[config.mk]
export PLATFORM = sky130hd
export DESIGN_NAME = gnz_fifo
export DESIGN_NICKNAME = d
export VERILOG_FILES = /design/src/rtl/core/gnz_fifo.sv
export SDC_FILE = /design/constraint.sdc
export NUM_CORES = 1
export LEC_CHECK = 0
export BUFFER_PORTS_ARGS = -buffer_cell sky130_fd_sc_hd__clkbuf_2
export CORE_ASPECT_RATIO = 0.5
export CORE_MARGIN = 1.5
export CORE_UTILIZATION = 50
export CTS_BUF_LIST = sky130_fd_sc_hd__clkbuf_16
export DETAILED_ROUTE_END_ITERATION = 7
export GPL_TIMING_DRIVEN = 0
export PLACE_DENSITY = 0.74
export SYNTH_ARGS = -nofsm -noshare
export SYNTH_HDL_FRONTEND = slang
export SYNTH_SLANG_ARGS = --single-unit
export TNS_END_PERCENT = 20
[constraint.sdc]
create_clock -name i_clk -period 3.94 [get_ports i_clk]
set_input_delay 0.591 -clock i_clk [delete_from_list [all_inputs] [get_ports i_clk]]
set_output_delay 0.591 -clock i_clk [all_outputs]
set_load 0.01 [all_outputs]
[src/rtl/core/gnz_fifo.sv]
// Small register FIFO with occupancy count.
module gnz_fifo #(
    parameter int WIDTH = 8,
    parameter int DEPTH = 8
) (
    input  logic                       i_clk,
    input  logic                       i_rst_n,
    input  logic                       i_push,
    input  logic [WIDTH-1:0]           i_wdata,
    input  logic                       i_pop,
    output logic [WIDTH-1:0]           o_rdata,
    output logic                       o_empty,
    output logic [$clog2(DEPTH+1)-1:0] o_count
);

    localparam int PW = $clog2(DEPTH);
    localparam int CW = $clog2(DEPTH + 1);

    logic [WIDTH-1:0] r_data [DEPTH];
    logic [PW-1:0]    r_wr_ptr;
    logic [PW-1:0]    r_rd_ptr;
    logic [CW-1:0]    r_count;
    logic             do_pop;

    assign do_pop  = i_pop && (r_count != '0);
    assign o_empty = (r_count == '0);
    assign o_count = r_count;
    assign o_rdata = r_data[r_rd_ptr];

    // Advance pointers and count
    always_ff @(posedge i_clk) begin
        if (!i_rst_n) begin
            r_wr_ptr <= '0;
            r_rd_ptr <= '0;
            r_count  <= '0;
        end else begin
            if (i_push) begin
                r_wr_ptr <= (r_wr_ptr == PW'(DEPTH - 1)) ? '0 : r_wr_ptr + PW'(1);
            end
            if (do_pop) begin
                r_rd_ptr <= (r_rd_ptr == PW'(DEPTH - 1)) ? '0 : r_rd_ptr + PW'(1);
            end
            r_count <= r_count + CW'(i_push) - CW'(do_pop);
        end
    end

    // Hold payload
    always_ff @(posedge i_clk) begin
        if (i_push) begin
            r_data[r_wr_ptr] <= i_wdata;
        end
    end

endmodule

==> results_dict.tcl <==
set metrics [dict create \
    utilization_pct 60.5 \
    drtIter0Drc 60 \
    pre_cts_ws_ns 1.51 \
    switching_share_pct 24.3 \
    worst_slew_pin_slew_ns 0.897 \
    syn_area_mm2 0.00314 \
    dieArea_mm2 0.00679 \
    p_comb_share_pct 19.4 \
    reg2reg_depth 11 \
    grt_pass1_wl_um 7690 \
    mostFrequentLayoutCell "edfxtp_1" \
    min_from "r_rd_ptr[2]" \
    ctsHoldBuffers 0 \
    synth_area_per_cell_um2 18.8 \
    wl_per_cell_um 17.3 \
    ioPinCount 25 \
    fin_crit_sh_pct 68.1 \
    slew_headroom_pct 40.0 \
    clkPwrFrac_pct 36.1 \
    numPortBuffers 24 \
    irDropWorstVdd_mv 0.360 \
    p_int_mw 1.62 \
    fin_ws_ns 1.26 \
    p_total_mw 2.14 \
    drc_errors 0 \
    vias_per_cell 5.18 \
    num_rows 20 \
    ctsLongestPathBuffers 2 \
    seqCellArea_mm2 0.00218 \
    multi_input_area_um2 885 \
    antennaDiodeCount 0 \
    reg2reg_from "o_count[2]" \
    grt-ovfl-total 0 \
    timing.hold.ws_ns 0.488 \
    final_cell_mix "64 x edfxtp_1, 24 x clkbuf_2, 15 x mux4_1" \
    grt_max_degree 13 \
    min_path_cells 2 \
    drive_gt1_share_pct 24.6 \
    die_width_um 115 \
    synth_nets 189 \
    synth_cell_types 27 \
    rsz0062_at_grt "false" \
    first_pass_iters 4 \
    synth_top_area_share_pct 61.2 \
    maxSlewViolCount 0 \
    crit_path_max_fanout 10 \
    r2r_end "o_count[2]" \
    switching_power_uw 520 \
    clkTransAtPathRegs_ns 0.05 \
    dp_hpwl_um 3230 \
    initial_core_util_pct 51.8 \
    power_frac_seq_pct 44.5 \
    antenna_found_initial 0 \
    gp_congestion 0.712 \
    grt_pass1_vias 1530 \
    wl_um 5110 \
    finalSetupViolCount 0 \
    ctsHtreeMaxLevel 3 \
    fill_cells 470 \
    syn-instance-count 167 \
    numClockSinks 77 \
    ant_nets 0 \
    fmax_ghz 0.372 \
    max_cap_violations 0 \
    cts_setup_buffers 0 \
    yosysTopAreaCell "edfxtp_1" \
    cp.required_ns 3.35 \
    fp.dieH_um 59.0 \
    synth.ff_latch_count 77 \
    clk_latency_ns 0.33 \
    cts_buffers 9 \
    ys_top_cells_by_area "edfxtp_1 61%, mux4_1 13%, dfxtp_1 8.3%, ha_1 3.6%, mux2_2 2.9%" \
    cts_tree "yes" \
    ctsResizeCount 0 \
    hold_viol 0 \
    period_minus_slack_ns 2.68 \
    grt.total_usage_pct 16.5 \
    status "finished, final reports clean" \
    final_nets 225 \
    num_vias 1527 \
    final.setup.tns_ns 0 \
    startpoint_type "flop" \
    synth_seq_area_share_pct 69.5 \
    worstHoldPathType "flop to flop" \
    ys_warn_count 0 \
    skew_ns 0.00487 \
    crit_arrival_ns 2.09 \
    cts-root-buf "clkbuf_16" \
    end_kind "output pin" \
    regToRegSetupSlack_ns 1.51 \
    path_class "flop to output pin" \
    core_mm2 0.00606 \
    syn2layout_area_growth_pct 16.7 \
    leakage_nw 1.32 \
    p_per_area_mw_per_mm2 585 \
]
power by group through the flow:
stage / combinational (mW) / clock (mW) / sequential (mW)
2_1_floorplan: 0.289 / 0 / 0.971
3_3_place_gp: 0.401 / 0 / 0.966
3_5_place_dp: 0.421 / 0 / 0.969
4_1_cts: 0.424 / 0.785 / 0.953
5_1_grt: 0.463 / 0.812 / 0.957
6_report: 0.415 / 0.774 / 0.953
logic make-up (layout without fill, tap and decap cells):
| family | Yosys count | after routing | synth area share, % |
|---|---|---|---|
| flops | 77 | 77 | 69.5 |
| compound gates | 4 | 4 | 0.757 |
| fa+ha+maj | 10 | 10 | 4.22 |
| xor+xnor | 1 | 1 | 0.279 |
| simple gates | 32 | 32 | 5.02 |
| mux | 29 | 29 | 17.7 |
| buf+inv | 14 | 54 | 2.47 |
synth_stat cells:
| master | instances |
|---|---|
| mux4_2 | 1 |
| nor2_1 | 7 |
| mux2_2 | 8 |
| clkbuf_1 | 3 |
| a21oi_1 | 1 |
| o22ai_1 | 1 |
| buf_12 | 1 |
| nand2_1 | 10 |
| nor3_1 | 2 |
| fa_1 | 1 |
| nand3b_1 | 1 |
| buf_1 | 1 |
| xor2_1 | 1 |
| edfxtp_1 | 64 |
| mux4_1 | 15 |
| mux2i_1 | 5 |
| and2_1 | 5 |
| inv_1 | 7 |
| nor3b_1 | 1 |
| buf_2 | 1 |
| ha_1 | 9 |
| o21ai_0 | 1 |
| dfxtp_1 | 13 |
| nor2b_1 | 2 |
| buf_6 | 1 |
| a21o_1 | 1 |
| nand2b_1 | 4 |
layout make-up:
| cell class | count | area share [%] |
|---|---|---|
| sequential | 77 | 59.6 |
| multi-input combinational | 76 | 24.1 |
| clock buffer | 9 | 6.15 |
| timing repair buffer | 25 | 3.48 |
| tap | 88 | 3.01 |
| clock inverter | 6 | 1.54 |
| buffer | 7 | 1.40 |
| inverter | 7 | 0.717 |
per-stage QoR:
stage               instance area, µm²  instances
detailed placement                3380        280
global placement                  3370        279
floorplan                         3140        167
finish                            3660        295
global route                      3660        295
CTS                               3660        295
state kept, by name (all words and copies together) (netlist names), named ones only:
signal and cells:
o_count 4, r_data 64, r_rd_ptr 3, r_wr_ptr 3
critical path, cell delays in order (launching register included):
cell and delay [ns]:
dfxtp_1 0.30, clkbuf_1 0.36, buf_2 0.35, mux4_2 0.35, mux2_2 0.29, clkbuf_2 0.13
metal layers:
metal,routed length [µm],track usage [%]
met2,2410,28.2
met1,2330,20.0
met4,46,6.35
met3,328,5.62
met5,0,0
how the worst max path moves through the flow:
| stage | from | end | slack, ns | cells past startpoint |
|---|---|---|---|---|
| floorplan | o_count[2] | o_count[2] | 1.54 | 11 |
| global placement | i_push | r_data[1][3] | 1.55 | 3 |
| detailed placement | o_count[2] | o_count[2] | 1.51 | 11 |
| CTS | flop | o_rdata[0] | 1.23 | 5 |
| global route | flop | o_rdata[5] | 1.13 | 5 |
| finish | flop | o_rdata[0] | 1.26 | 5 |
No activity file was read; power rests on OpenSTA's default activity.
