==> src/rtl/core/gnz_pkg.sv <==
// Shared types and constants of the gradient noise block.
package gnz_pkg;

    localparam int COORD_W  = 32;
    localparam int GRAD_W   = 16;
    localparam int OUT_W    = 20;
    localparam int OUT_FRAC = 16;
    localparam int SIDE_W   = 7;
    localparam int ADDR_W   = 13;
    localparam int FRAC_MAX = 24;
    localparam int IDX_W    = 12;

    localparam logic [SIDE_W-1:0] SIDE_MIN = 7'd2;
    localparam logic [SIDE_W-1:0] SIDE_MAX = 7'd64;

    localparam logic KIND_SAMPLE      = 1'b1;
    localparam logic REG_LATTICE_SIDE = 1'b0;
    localparam logic REG_EASE_MODE    = 1'b1;
    localparam logic EASE_SMOOTH      = 1'b1;

    // One classified job between the front and back parts
    typedef struct packed {
        logic                          is_sample;
        logic [3:0]                    in_range;
        logic [3:0][ADDR_W-1:0]        addr;
        logic [2*GRAD_W-1:0]           grad;
        logic [FRAC_MAX-1:0]           frac_x;
        logic [FRAC_MAX-1:0]           frac_y;
    } t_job;

endpackage

==> src/rtl/core/gnz_front.sv <==
// Front part: accepts items, reduces cell indices and forms table addresses.
module gnz_front #(
    parameter int TABLE_ENTRIES = 4096,
    parameter int FRAC_BITS     = 16,
    parameter int MID_DEPTH     = 32
) (
    input  logic                                i_clk,
    input  logic                                i_rst_n,
    input  logic                                i_push,
    output logic                                o_full,
    input  logic                                i_kind,
    input  logic [gnz_pkg::IDX_W-1:0]           i_entry_index,
    input  logic signed [gnz_pkg::GRAD_W-1:0]   i_grad_x,
    input  logic signed [gnz_pkg::GRAD_W-1:0]   i_grad_y,
    input  logic [gnz_pkg::COORD_W-1:0]         i_coord_x,
    input  logic [gnz_pkg::COORD_W-1:0]         i_coord_y,
    input  logic [gnz_pkg::SIDE_W-1:0]          i_lattice_side,
    input  logic [$clog2(MID_DEPTH+1)-1:0]      i_mid_count,
    output logic                                o_job_valid,
    output gnz_pkg::t_job                       o_job
);

    localparam int F   = FRAC_BITS;
    localparam int IB  = gnz_pkg::COORD_W - F;
    localparam int LCW = $clog2(IB + 2);
    localparam int AW  = gnz_pkg::ADDR_W;

    typedef struct packed {
        logic                            kind;
        logic [gnz_pkg::IDX_W-1:0]       idx;
        logic [2*gnz_pkg::GRAD_W-1:0]    grad;
        logic [F-1:0]                    fx;
        logic [F-1:0]                    fy;
        logic [IB-1:0]                   ix;
        logic [IB-1:0]                   iy;
        logic [5:0]                      rx;
        logic [5:0]                      ry;
    } t_stage;

    t_stage                     r_st [IB+1];
    t_stage                     n_st [IB];
    logic [IB:0]                r_vld;
    logic [LCW-1:0]             r_cnt;
    logic                       accept;
    logic [gnz_pkg::SIDE_W-1:0] side_c;
    logic [5:0]                 div;
    logic [AW-1:0]              base;
    logic [3:0][AW-1:0]         corner;

    // One restoring remainder step: shift in one bit, subtract when it fits
    function automatic logic [5:0] mod_step(logic [5:0] r, logic b, logic [5:0] d);
        logic [6:0] t;
        t = {r, b};
        if (t >= {1'b0, d}) begin
            t = t - {1'b0, d};
        end
        return t[5:0];
    endfunction

    assign accept = i_push && !o_full;
    assign o_full = (32'(r_cnt) + 32'(i_mid_count)) >= 32'(MID_DEPTH);

    // Clamp the side and derive the cell divisor
    always_comb begin
        priority if (i_lattice_side < gnz_pkg::SIDE_MIN) begin
            side_c = gnz_pkg::SIDE_MIN;
        end else if (i_lattice_side > gnz_pkg::SIDE_MAX) begin
            side_c = gnz_pkg::SIDE_MAX;
        end else begin
            side_c = i_lattice_side;
        end
        div = 6'(side_c - 7'd1);
    end

    // Track valid stages and items in flight
    always_ff @(posedge i_clk) begin
        if (!i_rst_n) begin
            r_vld <= '0;
            r_cnt <= '0;
        end else begin
            r_vld <= {r_vld[IB-1:0], accept};
            r_cnt <= r_cnt + LCW'(accept) - LCW'(r_vld[IB]);
        end
    end

    // Work out one remainder bit per stage on each axis
    always_comb begin
        for (int k = 0; k < IB; k++) begin
            n_st[k]    = r_st[k];
            n_st[k].rx = mod_step(r_st[k].rx, r_st[k].ix[IB-1-k], div);
            n_st[k].ry = mod_step(r_st[k].ry, r_st[k].iy[IB-1-k], div);
        end
    end

    // Capture the item and advance the stages
    always_ff @(posedge i_clk) begin
        r_st[0] <= '{kind: i_kind, idx: i_entry_index, grad: {i_grad_y, i_grad_x},
                     fx: i_coord_x[F-1:0], fy: i_coord_y[F-1:0],
                     ix: i_coord_x[gnz_pkg::COORD_W-1:F], iy: i_coord_y[gnz_pkg::COORD_W-1:F],
                     rx: '0, ry: '0};
        for (int k = 0; k < IB; k++) begin
            r_st[k+1] <= n_st[k];
        end
    end

    // Form the four corner addresses
    always_comb begin
        base      = AW'(AW'(r_st[IB].ry) * AW'(side_c)) + AW'(r_st[IB].rx);
        corner[0] = base;
        corner[1] = base + AW'(1);
        corner[2] = base + AW'(side_c);
        corner[3] = base + AW'(side_c) + AW'(1);
    end

    // Build the job for the back part
    always_comb begin
        o_job.is_sample = (r_st[IB].kind == gnz_pkg::KIND_SAMPLE);
        o_job.grad      = r_st[IB].grad;
        o_job.frac_x    = gnz_pkg::FRAC_MAX'(r_st[IB].fx);
        o_job.frac_y    = gnz_pkg::FRAC_MAX'(r_st[IB].fy);
        if (o_job.is_sample) begin
            for (int c = 0; c < 4; c++) begin
                o_job.addr[c]     = corner[c];
                o_job.in_range[c] = 32'(corner[c]) < 32'(TABLE_ENTRIES);
            end
        end else begin
            for (int c = 0; c < 4; c++) begin
                o_job.addr[c]     = AW'(r_st[IB].idx);
                o_job.in_range[c] = 32'(r_st[IB].idx) < 32'(TABLE_ENTRIES);
            end
        end
    end

    assign o_job_valid = r_vld[IB];

endmodule

==> config.mk <==
export PLATFORM = sky130hd
export DESIGN_NAME = gnz_front
export DESIGN_NICKNAME = d
export VERILOG_FILES = /design/src/rtl/core/gnz_pkg.sv /design/src/rtl/core/gnz_front.sv
export SDC_FILE = /design/constraint.sdc
export NUM_CORES = 2
export LEC_CHECK = 0
export BUFFER_PORTS_ARGS = -buffer_cell sky130_fd_sc_hd__buf_4
export CORE_UTILIZATION = 45
export CTS_BUF_LIST = sky130_fd_sc_hd__clkbuf_16
export CTS_CLUSTER_SIZE = 12
export DETAILED_ROUTE_END_ITERATION = 12
export PLACE_DENSITY = 0.67
export SLEW_MARGIN = 20
export SYNTH_ARGS = -nofsm -noshare
export SYNTH_HDL_FRONTEND = slang
export SYNTH_SLANG_ARGS = --single-unit
export TNS_END_PERCENT = 30
==> constraint.sdc <==
create_clock -name i_clk -period 5.9 [get_ports i_clk]
set_clock_uncertainty 0.2 [all_clocks]
set_input_delay 0 -clock i_clk [delete_from_list [all_inputs] [get_ports i_clk]]
set_output_delay 0 -clock i_clk [all_outputs]
set_load 0.1 [all_outputs]
==> results.json <==
{
  "cap_viol_max_count": 0,
  "path_cells": "nand2_2, fa_1, fa_1, inv_2, fa_1, inv_1, fa_1, inv_2, ha_4, o211ai_1, o21ai_2, xor2_1, ha_1, buf_6, a31oi_4, xnor3_2, buf_6, a2111oi_4, o21ai_1, o21a_1, o31ai_4, buf_12",
  "drive_above_1_share_pct": 17.6,
  "reg2reg_depth": 17,
  "synth-compound-area-share_pct": 4.78,
  "overflow": 0,
  "period_needed_ns": 6.43,
  "dpl_worst_slack_ns": -0.700,
  "avgViaCountPerCell": 4.34,
  "core.rowCount": 120,
  "ys_seq_area_share_pct": 74.0,
  "synth_ff_type": "dfxtp_1",
  "crit_top_cell": "fa_1",
  "crit_type": "reg -> out",
  "rr_endpoint": "r_cnt[1]$_SDFF_PN0_",
  "synth_fa_ha_area_share_pct": 8.43,
  "reg2reg_from": "r_cnt[1]$_SDFF_PN0_",
  "synthMuxAreaShare_pct": 2.50,
  "clock-sinks": 1795,
  "drt_iter0_markers": 909,
  "worstSetupStartpointType": "register",
  "startpoint": "r_st[8][0]$_DFF_P_",
  "antenna_found_initial": 3,
  "synth-simple-area-share_pct": 5.39,
  "wl_per_cell_um": 12.6,
  "final_cell_mix": "dfxtp_1, buf_4, ha_1, dlygate4sd3_1, nand2_1",
  "synth_top_family_by_area": "adder cells",
  "holdPathEnd": "r_st[8][55]$_DFF_P_",
  "status": "finished with violations",
  "crit_buf_inv": 6,
  "cts_tree": "yes",
  "synth_area_per_cell_um2": 13.8,
  "worst_slew_pin_slew_ns": 0.696,
  "cp-end-kind": "output pin",
  "final_util_pct": 56.7,
  "finalCritPeriodShare_pct": 109,
  "antenna_left": 0,
  "gp_congestion": 0.801,
  "postLayoutSetupSlackWorst_ns": -0.526,
  "cts_buffers": 176,
  "final_area_um2": 60700,
  "slew_violations": 0,
  "cp.arrival_ns": 6.23,
  "chipHeight_um": 331,
  "grt_pass1_wl_um": 117000,
  "htree_levels": 4,
  "violations": "negative setup slack",
  "grt_setup_unrepaired": "yes",
  "grt_max_degree": 57,
  "fill_cells": 8418,
  "synth_xor_area_share_pct": 2.08,
  "antenna_cells": 0,
  "syn-instance-count": 3521,
  "cts_root_buffer": "clkbuf_16",
  "drc": 0,
  "setup_violations": 16,
  "syn_area_um2": 48600,
  "clock.fmax_ghz": 0.156,
  "dieWidth_um": 331,
  "vias": 24600,
  "rrSetupSlack_ns": 1.83,
  "cp_max_fo": 4,
  "synth_seq_cells": 1795,
  "slew_headroom_pct": 53.6,
  "start_util_pct": 45.4,
  "hp-start": "r_st[7][176]$_DFF_P_",
  "synth_edf_count": 0,
  "async_flop_share_pct": 0,
  "grt_pass1_vias": 24900,
  "clk_pin_slew_worst_paths_ns": 0.06,
  "io_buffers": 247,
  "hpwl_um": 43200,
  "critPathRequiredTime_ns": 5.70,
  "crit_path_max_incr_delay_ns": 0.51,
  "hold_viol": 0,
  "ff_latch_area_um2": 35900,
  "synth_cell_types": 76,
  "multi_input_area_um2": 11800,
  "first_pass_iters": 5,
  "area_delta_synth_final_pct": 24.9,
  "critPathTopFamily": "adder cells",
  "dpl_cell_area_um2": 52600,
  "design.die.area_um2": 109000,
  "crit_path_top_delay_cell": "fa_1",
  "clockBufferDepth": 3,
  "wl_um": 71300,
  "final_common_cell": "dfxtp_1",
  "hold_class": "reg -> reg",
  "core_um2": 107000,
  "setup-tns-final_ns": -3.84,
  "clock_latency_ns": 0.76,
  "track_usage_pct": 13.2,
  "ios": 264,
  "ys_warn_count": 0,
  "holdPathStages": 0,
  "nets": 4630
}
## cell type report
cell class,count,share of cell area (%)
tap,1403,2.89
inverter,183,1.14
clock inverter,60,1.17
sequential,1795,59.3
multi-input combinational,1460,19.5
timing repair buffer,596,8.75
clock buffer,177,7.30
## layer usage
metal	routed length, um	vias to the layer above	global-route usage [%]
met5	35	-	0
met4	1960	6	5.72
met3	3100	151	3.47
met2	35300	406	23.2
met1	30800	11300	15.2
li1	-	12800	-
## cells in the mapped netlist, types with 3 or more instances
library cell,number,share of area [%]
nor2b_1,20,0.26
and3_1,14,0.18
fa_1,57,2.3
dfxtp_1,1795,74
o31ai_1,15,0.23
a311oi_1,30,0.54
nand4_1,35,0.45
clkbuf_1,13,0.10
o21a_1,3,0.046
nor2_1,167,1.3
o211ai_1,3,0.046
xnor2_1,53,0.96
buf_4,81,1.3
a21boi_0,43,0.66
nand3_1,7,0.072
o21ai_0,128,1.3
nand2_1,216,1.7
mux2i_1,18,0.37
a21oi_2,3,0.054
and2_1,59,0.76
a21oi_1,85,0.88
xor2_1,58,1.0
o21ai_1,4,0.041
nand2b_1,5,0.064
a21o_1,25,0.39
or3_1,5,0.064
inv_1,183,1.4
a31oi_1,6,0.077
ha_1,236,6.1
mux2_2,91,2.1
nor3_1,11,0.11
## cells by family after synthesis
logic type,Yosys count
AOI/OAI and AO/OA,367
xor gates and xnor gates,113
adders and majority gates,293
buffers and inverters,281
DFF,1795
muxes,110
other,1
and+or+nand+nor,561
## worst max path at each step
stage / endpoint / slack (ns) / depth (start not counted)
after floorplan: o_job[130] / -0.89 / 25
after global placement: o_job[130] / -0.64 / 26
after detailed placement: o_job[130] / -0.70 / 26
after CTS: o_job[130] / -0.67 / 21
after global routing: o_job[135] / -0.88 / 21
final: o_job[130] / -0.53 / 22
## sequential cells by signal, summed over array words and instances, names as in the netlist
name / flops
r_cnt: 5
r_st: 1773
r_vld: 17
## per-stage QoR
step	instances	hold slack (ns)
2_1_floorplan	3536	-0.172
3_5_place_dp	5192	-0.0946
3_3_place_gp	5192	-0.0959
4_1_cts	5681	0.0482
6_report	5674	0.0730
5_1_grt	5674	0.0707
## repair_timing
action	CTS	global route
hold buffers	229	0
setup buffers	25	7
resized for setup	59	59
pin swaps	23	27
setup endpoints to repair	27	29
endpoints found under the hold margin	133	0
Power is not shown: default switching activity piles up to over one toggle a cycle in this logic, so the estimate is an artifact.
